===== config.mk =====
export PLATFORM = sky130hd
export DESIGN_NAME = xtea_cbc_encrypted_iv_top
export DESIGN_NICKNAME = d
export VERILOG_FILES = /design/src/design/xcbc_pkg.sv /design/src/design/xcbc_ctrl.sv /design/src/design/xcbc_dp.sv /design/src/design/xcbc_top.sv
export SDC_FILE = /design/constraint.sdc
export NUM_CORES = 2
export LEC_CHECK = 0
export BUFFER_PORTS_ARGS = -buffer_cell sky130_fd_sc_hd__buf_2
export CAP_MARGIN = 30
export CORE_MARGIN = 8
export CORE_UTILIZATION = 35
export DETAILED_ROUTE_END_ITERATION = 8
export SYNTH_ARGS = -nofsm -noshare
export SYNTH_HDL_FRONTEND = slang
export SYNTH_SLANG_ARGS = --single-unit

===== constraint.sdc =====
create_clock -name clk -period 20.6 [get_ports clk]
set_input_delay 1.03 -clock clk [delete_from_list [all_inputs] [get_ports clk]]
set_output_delay 1.03 -clock clk [all_outputs]
set_load 0.05 [all_outputs]

===== src/design/xcbc_pkg.sv =====
// Shared types, constants and helper functions for the XTEA CBC block with encrypted IV.
// This file has no dependencies. The controller, the datapath and the top level all use it.
package xcbc_pkg;

  // These are cipher constants.
  localparam int unsigned ROUNDS = 32;
  localparam logic [31:0] DELTA = 32'h9E37_79B9;
  localparam logic [63:0] SUM_DEC_WIDE = 64'(DELTA) * 64'(ROUNDS);
  localparam logic [31:0] SUM_DEC = SUM_DEC_WIDE[31:0];

  // The round counter counts from 0 up to ROUNDS-1.
  localparam int unsigned CNT_W = (ROUNDS > 1) ? $clog2(ROUNDS) : 1;
  localparam logic [CNT_W-1:0] LAST_RND = CNT_W'(ROUNDS - 1);

  // These are the block modes carried in the input beat.
  localparam logic MODE_ENCRYPT = 1'b0;
  localparam logic MODE_DECRYPT = 1'b1;

  // These are the indexes of the configuration registers.
  localparam int unsigned CFG_IDX_W = 3;
  typedef enum logic [CFG_IDX_W-1:0] {
    REG_DATA_KEY0 = 3'd0,
    REG_DATA_KEY1 = 3'd1,
    REG_DATA_KEY2 = 3'd2,
    REG_DATA_KEY3 = 3'd3,
    REG_IV_KEY0   = 3'd4,
    REG_IV_KEY1   = 3'd5,
    REG_IV_KEY2   = 3'd6,
    REG_IV_KEY3   = 3'd7
  } cfg_reg_t;

  // These are the channel payloads.
  typedef struct packed {
    logic        mode;
    logic        start_message;
    logic [31:0] iv_first_word;
    logic [31:0] iv_second_word;
    logic [31:0] block_first_word;
    logic [31:0] block_second_word;
  } src_beat_t;

  typedef struct packed {
    logic [31:0] result_first_word;
    logic [31:0] result_second_word;
  } dst_beat_t;

  // These are the controller states.
  typedef enum logic [1:0] {
    ST_IDLE,
    ST_IV_RUN,
    ST_DATA_RUN
  } state_t;

  // These are the commands from the controller to the datapath.
  typedef struct packed {
    logic capture;       // latch the input beat
    logic start_iv;      // load the IV into the round registers under the IV key
    logic start_data_in; // load the input block, chained with the stored chain value when encrypting
    logic start_data_iv; // the IV is done, so seed the chain and load the latched block
    logic step;          // apply one full round
    logic finish;        // write the result and update the chain
  } ctrl_cmd_t;

  // This is the status from the datapath to the controller.
  typedef struct packed {
    logic out_free;
  } ctrl_sts_t;

  // This is the XTEA word mix.
  function automatic logic [31:0] mix_word(input logic [31:0] x);
    return ((x << 4) ^ (x >> 5)) + x;
  endfunction

endpackage


===== src/design/xcbc_ctrl.sv =====
// Sequencer for the XTEA CBC block: the IV pass, the data pass and the round counter.
// It depends on xcbc_pkg and drives the xcbc_dp datapath through command and status structs.
module xcbc_ctrl (
  input  logic                  clk,
  input  logic                  rst,
  input  logic                  src_valid,
  output logic                  src_ready,
  input  logic                  start_message,
  output xcbc_pkg::ctrl_cmd_t   cmd,
  input  xcbc_pkg::ctrl_sts_t   sts
);

  xcbc_pkg::state_t             state;
  xcbc_pkg::state_t             state_next;
  logic [xcbc_pkg::CNT_W-1:0]   cnt;
  logic [xcbc_pkg::CNT_W-1:0]   cnt_next;
  logic                         last;

  assign last = (cnt == xcbc_pkg::LAST_RND);

  // The state and the round counter are registered here.
  always_ff @(posedge clk) begin
    if (rst) begin
      state <= xcbc_pkg::ST_IDLE;
      cnt   <= '0;
    end else begin
      state <= state_next;
      cnt   <= cnt_next;
    end
  end

  // This block computes the next state and the next counter value.
  always_comb begin
    state_next = state;
    cnt_next   = cnt;
    case (state)
      xcbc_pkg::ST_IDLE: begin
        cnt_next = '0;
        if (src_valid) begin
          state_next = start_message ? xcbc_pkg::ST_IV_RUN : xcbc_pkg::ST_DATA_RUN;
        end
      end
      xcbc_pkg::ST_IV_RUN: begin
        if (last) begin
          cnt_next   = '0;
          state_next = xcbc_pkg::ST_DATA_RUN;
        end else begin
          cnt_next = cnt + xcbc_pkg::CNT_W'(1);
        end
      end
      xcbc_pkg::ST_DATA_RUN: begin
        if (!last) begin
          cnt_next = cnt + xcbc_pkg::CNT_W'(1);
        end else if (sts.out_free) begin
          cnt_next   = '0;
          state_next = xcbc_pkg::ST_IDLE;
        end
      end
      default: begin
        cnt_next   = '0;
        state_next = xcbc_pkg::ST_IDLE;
      end
    endcase
  end

  // This block drives the commands to the datapath.
  always_comb begin
    cmd       = '0;
    src_ready = 1'b0;
    case (state)
      xcbc_pkg::ST_IDLE: begin
        src_ready = 1'b1;
        if (src_valid) begin
          cmd.capture       = 1'b1;
          cmd.start_iv      = start_message;
          cmd.start_data_in = !start_message;
        end
      end
      xcbc_pkg::ST_IV_RUN: begin
        cmd.step          = 1'b1;
        cmd.start_data_iv = last;
      end
      xcbc_pkg::ST_DATA_RUN: begin
        // The last round waits until the output register can take the result.
        cmd.step   = !last || sts.out_free;
        cmd.finish = last && sts.out_free;
      end
      default: begin
        cmd = '0;
      end
    endcase
  end

  // A finished block always returns the sequencer to idle.
  a_finish_to_idle: assert property (@(posedge clk) disable iff (rst)
    cmd.finish |=> state == xcbc_pkg::ST_IDLE)
    else $error("finish did not return to idle");

  // The data pass always starts from round zero after the IV pass.
  a_iv_to_data: assert property (@(posedge clk) disable iff (rst)
    cmd.start_data_iv |=> (state == xcbc_pkg::ST_DATA_RUN) && (cnt == '0))
    else $error("data pass did not start at round zero");

  // The round counter never runs past the last round.
  a_cnt_range: assert property (@(posedge clk) disable iff (rst)
    cnt <= xcbc_pkg::LAST_RND)
    else $error("round counter out of range");

  // The last data round is applied only together with the result write.
  a_last_step: assert property (@(posedge clk) disable iff (rst)
    (state == xcbc_pkg::ST_DATA_RUN) && last && cmd.step |-> cmd.finish)
    else $error("last round applied without writing the result");

endmodule


===== src/design/xcbc_dp.sv =====
// Datapath for the XTEA CBC block: key registers, chain value, round unit and output register.
// It depends on xcbc_pkg and is driven by the xcbc_ctrl sequencer.
module xcbc_dp (
  input  logic                            clk,
  input  logic                            rst,
  input  xcbc_pkg::src_beat_t             src_beat,
  output xcbc_pkg::dst_beat_t             dst_beat,
  output logic                            dst_valid,
  input  logic                            dst_ready,
  input  logic                            cfg_we,
  input  logic [xcbc_pkg::CFG_IDX_W-1:0]  cfg_index,
  input  logic [31:0]                     cfg_data,
  input  xcbc_pkg::ctrl_cmd_t             cmd,
  output xcbc_pkg::ctrl_sts_t             sts
);

  logic [3:0][31:0] data_key;
  logic [3:0][31:0] iv_key;
  logic [63:0]      chain;
  logic [63:0]      blk;
  logic             decrypt;
  logic             use_iv_key;
  logic [31:0]      wa;
  logic [31:0]      wb;
  logic [31:0]      sum;

  logic [3:0][31:0] key_sel;
  logic             enc_dir;
  logic [31:0]      e_a, e_s, e_b;
  logic [31:0]      d_a, d_s, d_b;
  logic [63:0]      round_out;
  logic [63:0]      src_blk;

  assign sts.out_free = !dst_valid || dst_ready;
  assign src_blk      = {src_beat.block_first_word, src_beat.block_second_word};

  // The configuration registers are written here.
  always_ff @(posedge clk) begin
    if (rst) begin
      data_key <= '0;
      iv_key   <= '0;
    end else if (cfg_we) begin
      case (cfg_index)
        xcbc_pkg::REG_DATA_KEY0: data_key[0] <= cfg_data;
        xcbc_pkg::REG_DATA_KEY1: data_key[1] <= cfg_data;
        xcbc_pkg::REG_DATA_KEY2: data_key[2] <= cfg_data;
        xcbc_pkg::REG_DATA_KEY3: data_key[3] <= cfg_data;
        xcbc_pkg::REG_IV_KEY0:   iv_key[0]   <= cfg_data;
        xcbc_pkg::REG_IV_KEY1:   iv_key[1]   <= cfg_data;
        xcbc_pkg::REG_IV_KEY2:   iv_key[2]   <= cfg_data;
        xcbc_pkg::REG_IV_KEY3:   iv_key[3]   <= cfg_data;
        default: begin
        end
      endcase
    end
  end

  // One full XTEA round runs in each direction, and the direction is then selected.
  // The IV is always enciphered.
  always_comb begin
    key_sel = use_iv_key ? iv_key : data_key;
    enc_dir = use_iv_key || !decrypt;

    e_a = wa + (xcbc_pkg::mix_word(wb) ^ (sum + key_sel[sum[1:0]]));
    e_s = sum + xcbc_pkg::DELTA;
    e_b = wb + (xcbc_pkg::mix_word(e_a) ^ (e_s + key_sel[e_s[12:11]]));

    d_b = wb - (xcbc_pkg::mix_word(wa) ^ (sum + key_sel[sum[12:11]]));
    d_s = sum - xcbc_pkg::DELTA;
    d_a = wa - (xcbc_pkg::mix_word(d_b) ^ (d_s + key_sel[d_s[1:0]]));

    round_out = enc_dir ? {e_a, e_b} : {d_a, d_b};
  end

  // These are the latched block and its mode.
  always_ff @(posedge clk) begin
    if (cmd.capture) begin
      blk     <= src_blk;
      decrypt <= src_beat.mode;
    end
  end

  // These are the round registers.
  always_ff @(posedge clk) begin
    if (cmd.start_iv) begin
      wa         <= src_beat.iv_first_word;
      wb         <= src_beat.iv_second_word;
      sum        <= '0;
      use_iv_key <= 1'b1;
    end else if (cmd.start_data_in) begin
      {wa, wb}   <= src_beat.mode ? src_blk : (src_blk ^ chain);
      sum        <= src_beat.mode ? xcbc_pkg::SUM_DEC : '0;
      use_iv_key <= 1'b0;
    end else if (cmd.start_data_iv) begin
      // The enciphered IV becomes the chain in this same cycle.
      {wa, wb}   <= decrypt ? blk : (blk ^ round_out);
      sum        <= decrypt ? xcbc_pkg::SUM_DEC : '0;
      use_iv_key <= 1'b0;
    end else if (cmd.step) begin
      {wa, wb}   <= round_out;
      sum        <= enc_dir ? e_s : d_s;
    end
  end

  // The chain value is seeded by the enciphered IV and updated after each block.
  always_ff @(posedge clk) begin
    if (rst) begin
      chain <= '0;
    end else if (cmd.start_data_iv) begin
      chain <= round_out;
    end else if (cmd.finish) begin
      chain <= decrypt ? blk : round_out;
    end
  end

  // This is the output register.
  always_ff @(posedge clk) begin
    if (cmd.finish) begin
      dst_beat <= decrypt ? (round_out ^ chain) : round_out;
    end
  end

  always_ff @(posedge clk) begin
    if (rst) begin
      dst_valid <= 1'b0;
    end else if (cmd.finish) begin
      dst_valid <= 1'b1;
    end else if (dst_ready) begin
      dst_valid <= 1'b0;
    end
  end

  // A result is written only into a free output register.
  a_finish_free: assert property (@(posedge clk) disable iff (rst)
    cmd.finish |-> (!dst_valid || dst_ready))
    else $error("result written over a pending beat");

  // The result beat is presented right after the write.
  a_finish_valid: assert property (@(posedge clk) disable iff (rst)
    cmd.finish |=> dst_valid)
    else $error("result beat not presented");

endmodule


===== src/design/xcbc_top.sv =====
// Top level of the XTEA CBC block with encrypted IV. It joins the sequencer and the datapath.
// It depends on xcbc_pkg, xcbc_ctrl and xcbc_dp.
// A plain beat runs the data pass only; a start beat first enciphers its IV in the same round
// unit, one round per cycle, and then runs the data pass. The next beat is taken only in idle,
// so a beat is not accepted before the previous result is written. A stalled output holds the
// last round and adds its wait.
// Reset (synchronous, rst high) clears the keys and the chain to zero and empties the output.
module xtea_cbc_encrypted_iv_top (
  input  logic                            clk,
  input  logic                            rst,
  input  logic                            src_valid,
  output logic                            src_ready,
  input  xcbc_pkg::src_beat_t             src_beat,
  output logic                            dst_valid,
  input  logic                            dst_ready,
  output xcbc_pkg::dst_beat_t             dst_beat,
  input  logic                            cfg_we,
  input  logic [xcbc_pkg::CFG_IDX_W-1:0]  cfg_index,
  input  logic [31:0]                     cfg_data
);

  xcbc_pkg::ctrl_cmd_t cmd;
  xcbc_pkg::ctrl_sts_t sts;

  // This is the sequencer.
  xcbc_ctrl u_ctrl (
    .clk           (clk),
    .rst           (rst),
    .src_valid     (src_valid),
    .src_ready     (src_ready),
    .start_message (src_beat.start_message),
    .cmd           (cmd),
    .sts           (sts)
  );

  // This is the datapath.
  xcbc_dp u_dp (
    .clk       (clk),
    .rst       (rst),
    .src_beat  (src_beat),
    .dst_beat  (dst_beat),
    .dst_valid (dst_valid),
    .dst_ready (dst_ready),
    .cfg_we    (cfg_we),
    .cfg_index (cfg_index),
    .cfg_data  (cfg_data),
    .cmd       (cmd),
    .sts       (sts)
  );

endmodule


==> impl_summary.txt <==
----------------------------------------------------
[Worst setup path]
  Kind of launch point of the worst setup path ... register
  Worst-path fanout max ... 59
  Count of cells along the worst register-to-register path ... 48
  Data required time at the worst endpoint ... about 21 ns
  Class of the most critical setup path ... reg -> reg
  Arrival time worst endpoint ... 13.43 ns
  Maximum cell stage delay along the critical path ... slightly above 0.9 ns
  Cell with the largest stage delay on the worst path ... sky130_fd_sc_hd__xnor2_1
  Element type at the critical path end ... register

[Synth]
  Yosys synthesis warning count ... 0
  Cell variety after synth ... 86
  Total standard cell area after synthesis ... about 0.05 mm²
  Leading post-synthesis cells by cell area ... sky130_fd_sc_hd__dfxtp_1, sky130_fd_sc_hd__edfxtp_1, sky130_fd_sc_hd__ha_1, sky130_fd_sc_hd__xnor2_1, sky130_fd_sc_hd__a21oi_1
  Mapped Avg Cell Area ... between 8 and 9 µm²
  Fraction of synthesized cell area taken by the top area cell type ... between 10% and 20%
  Number of register bits inferred by synthesis ... 554
  Part of the Yosys area used for sequential elements ... between 20% and 30%
  Fraction of synthesis flops using an asynchronous set or reset pin ... 0%
  Post-synthesis net count ... 6545
  Number of instances in the synthesized netlist ... between 5000 and 6000
  Number of flops mapped to enable cells by yosys ... around 190
  Top FF cell, synth ... sky130_fd_sc_hd__dfxtp_1
  Library cell with the largest summed area after synthesis ... sky130_fd_sc_hd__dfxtp_1

[Timing]
  Sum of negative setup slack ... 0 ns
  Number of endpoints with negative hold slack in the final report ... 0
  Unrepaired setup endpoints after global routing ... no
  Maximum clock skew at final layout ... 0.03993 ns
  Finish-stage setup viols ... 0
  Ratio of final minimum period to clock period ... between 60% and 70%
  Hold Slack ... 0.4516 ns
  Highest achievable clock rate ... 0.07752 GHz
  Clock period minus worst slack ... approximately 13 ns
  Worst slew margin ... between 10% and 20%
  Max-slew violation total from the final report ... 0
  Tightest Pin Transition ... between 1 and 1.5 ns

[Hold path]
  Class of the worst hold path ... reg -> reg
  Cell depth of the worst min-delay path ... 2

[Die]
  Initial cell density of the core ... a little over a third
  Floorplan core area ... roughly 0.14 mm²
  Num ports ... between 200 and 250
  Vert. Die Dim ... ~390 µm
  Die outline area ... 0.1546 mm²
  Total number of placement rows ... about 140
  Die W ... 393.2 µm

[Global route]
  Largest net degree at the start of global routing ... around 120
  Combined global-route utilization of all metal layers ... between 20% and 30%
  Number of global-route vias before repair ... between 40000 and 50000
  Aggregate global routing overflow ... 0
  Antenna violations before repair ... 12
  Wire length of the first global-routing pass ... 291100 µm

[Detailed routing]
  Total number of vias ... roughly 47000
  Via density ... 5.836
  Drt initial violations ... 4881
  Routed WL per cell ... about 25 µm
  Number of DRC violations after detailed routing ... 0
  Number of routed nets with antenna violations ... 0
  Detailed Routing Iterations Pass 1 ... 6
  Total detailed-routing wirelength ... roughly 200000 µm

[Finish]
  Fill count ... about 14000
  Layout Cell Area excl Fill ... approximately 0.055 mm²
  Area taken by flip-flops and latches ... approximately 0.013 mm²
  Fraction of layout cells with a size suffix above 1 ... about an eighth
  Final instance count without filler cells ... 7992
  Total number of nets in the final design ... ~6600
  Growth of design area from synthesis to finish ... 11.23%
  Multi-input combinational cell area ... between 0.03 and 0.04 mm²

[CTS]
  Post-cts gate resize count ... 0
  Clock tree buffer depth ... 3
  # hold bufs at CTS ... 0
  TritonCTS Sinks ... approximately 550
  CTS HTree Levels ... 3
  CTS Buf Count ... 70
  Clock edge transition at the registers on the reported setup and hold paths ... approximately 0.06 ns
  Post-CTS Repair Setup Buffers ... 0
  Clock insertion delay at the later pin of the skew report ... 0.65 ns
  Clock root buffer ... sky130_fd_sc_hd__clkbuf_16
  TritonCTS clock tree ... built

[Placement]
  Standard cell area after detailed placement ... between 0.05 and 0.06 mm²
  Input/output buffers ... ~240
  Final weighted congestion of routability-driven global placement ... 0.9836
  Half-perimeter wire length of the detailed placement result ... between 150000 and 200000 µm
  Total instance count after detailed placement ... slightly below 8000

[Job]
  Max-Cap Viols ... 0

[Outcome]
  Run status ... completed

----------------------------------------------------
## worst max-delay path: cells and delay by family (launching register included)
family	cells	cell delay, ns
AOI/OAI and AO/OA	19	4.54
xor gates and xnor gates	8	2.53
adders and majority gates	4	1.43
buffers and inverters	5	1.58
DFF	1	0.55
muxes	2	0.90
and+or+nand+nor	10	1.12
## cell type report
cell class | count | area share, %
Sequential cell | 554 | 23.52
Clock buffer | 100 | 3.680
Timing Repair Buffer | 322 | 3.481
Multi-Input combinational cell | 4965 | 63.50
Tap cell | 1890 | 4.269
Clock inverter | 28 | 0.6573
Inverter | 128 | 0.8696
Antenna cell | 5 | 0.02259
## stage by stage
| step | utilization [%] | setup WS (ns) |
|---|---|---|
| 2_1_floorplan | - | 9.686 |
| 3_3_place_gp | 37.31 | 7.378 |
| 3_5_place_dp | 37.42 | 7.619 |
| 4_1_cts | 39.12 | 7.530 |
| 5_1_grt | 39.17 | 7.042 |
| 6_report | 39.17 | 7.700 |
## synth_stat cells, types with 23 or more instances
master                     count
sky130_fd_sc_hd__o21bai_1     49
sky130_fd_sc_hd__o21a_1       54
sky130_fd_sc_hd__nand2_1     885
sky130_fd_sc_hd__clkbuf_1    259
sky130_fd_sc_hd__xor2_1      252
sky130_fd_sc_hd__nor2b_1      50
sky130_fd_sc_hd__mux2i_1      41
sky130_fd_sc_hd__mux4_2      124
sky130_fd_sc_hd__a31oi_1      52
sky130_fd_sc_hd__o21ai_0     302
sky130_fd_sc_hd__edfxtp_1    193
sky130_fd_sc_hd__a21oi_1     715
sky130_fd_sc_hd__inv_1       124
sky130_fd_sc_hd__or3_1        28
sky130_fd_sc_hd__nand3_1      81
sky130_fd_sc_hd__ha_1        391
sky130_fd_sc_hd__clkbuf_2     32
sky130_fd_sc_hd__xnor2_1     490
sky130_fd_sc_hd__a211oi_1     62
sky130_fd_sc_hd__nand2b_1    100
sky130_fd_sc_hd__dfxtp_1     361
sky130_fd_sc_hd__a21o_1      232
sky130_fd_sc_hd__buf_1        27
sky130_fd_sc_hd__nor2_1      405
sky130_fd_sc_hd__mux2_2      126
sky130_fd_sc_hd__nand4_1      37
sky130_fd_sc_hd__and3_1       34
sky130_fd_sc_hd__nor3_1       79
sky130_fd_sc_hd__o31ai_1      23
## sequential cells by signal, indices dropped and copies added (netlist names)
| name | count |
|---|---|
| u_dp.wb | 32 |
| u_dp.data_key | 128 |
| u_dp.dst_valid | 1 |
| u_dp.iv_key | 128 |
| u_ctrl.state | 2 |
| u_dp.dst_beat | 64 |
| u_dp.decrypt | 1 |
| u_dp.use_iv_key | 1 |
| u_dp.wa | 32 |
| u_dp.sum | 32 |
| u_dp.blk | 64 |
| u_ctrl.cnt | 5 |
| u_dp.chain | 64 |
## logic make-up (layout without fill, tap and decap cells)
kind of cell,Yosys count,in the layout,share of synthesized area (%)
adder cells (fa/ha/maj),403,403,10.31
AND/OR/NAND/NOR,1776,1776,15.57
multiplexers,295,295,9.492
AO/OA/AOI/OAI,1742,1742,21.58
buffers and inverters,453,578,3.530
other,0,5,0
flip-flops,554,554,26.15
XOR/XNOR,749,749,13.37
## worst paths after layout
kind | startpoint | end | slack (ns)
worst min register to register | u_dp.data_key[89] | u_dp.data_key[89] | 0.45
worst max register to register | u_dp.use_iv_key | u_dp.chain[31] | 7.70
worst min-delay path | u_dp.data_key[89] | u_dp.data_key[89] | 0.45
worst max-delay path | u_dp.use_iv_key | u_dp.chain[31] | 7.70
## placed cells by master (no fill, tap or decap), types with 126 or more instances in the layout
master,instances
sky130_fd_sc_hd__nand2_1,877
sky130_fd_sc_hd__a21oi_1,715
sky130_fd_sc_hd__xnor2_1,490
sky130_fd_sc_hd__ha_1,391
sky130_fd_sc_hd__nor2_1,390
sky130_fd_sc_hd__dfxtp_1,357
sky130_fd_sc_hd__o21ai_0,299
sky130_fd_sc_hd__xor2_1,252
sky130_fd_sc_hd__buf_2,237
sky130_fd_sc_hd__a21o_1,232
sky130_fd_sc_hd__edfxtp_1,193
sky130_fd_sc_hd__mux2_2,126
## metal layers
metal | up-vias | routed length [µm] | track usage (%)
met4 | 0 | 11410 | 12.28
met2 | 2142 | 95270 | 41.62
met1 | 22410 | 81310 | 31.65
li1 | 21600 | - | -
met5 | - | 0 | 0
met3 | 487 | 14360 | 3.120
Power is not shown: default switching activity piles up to over one toggle a cycle in this logic, so the estimate is an artifact.
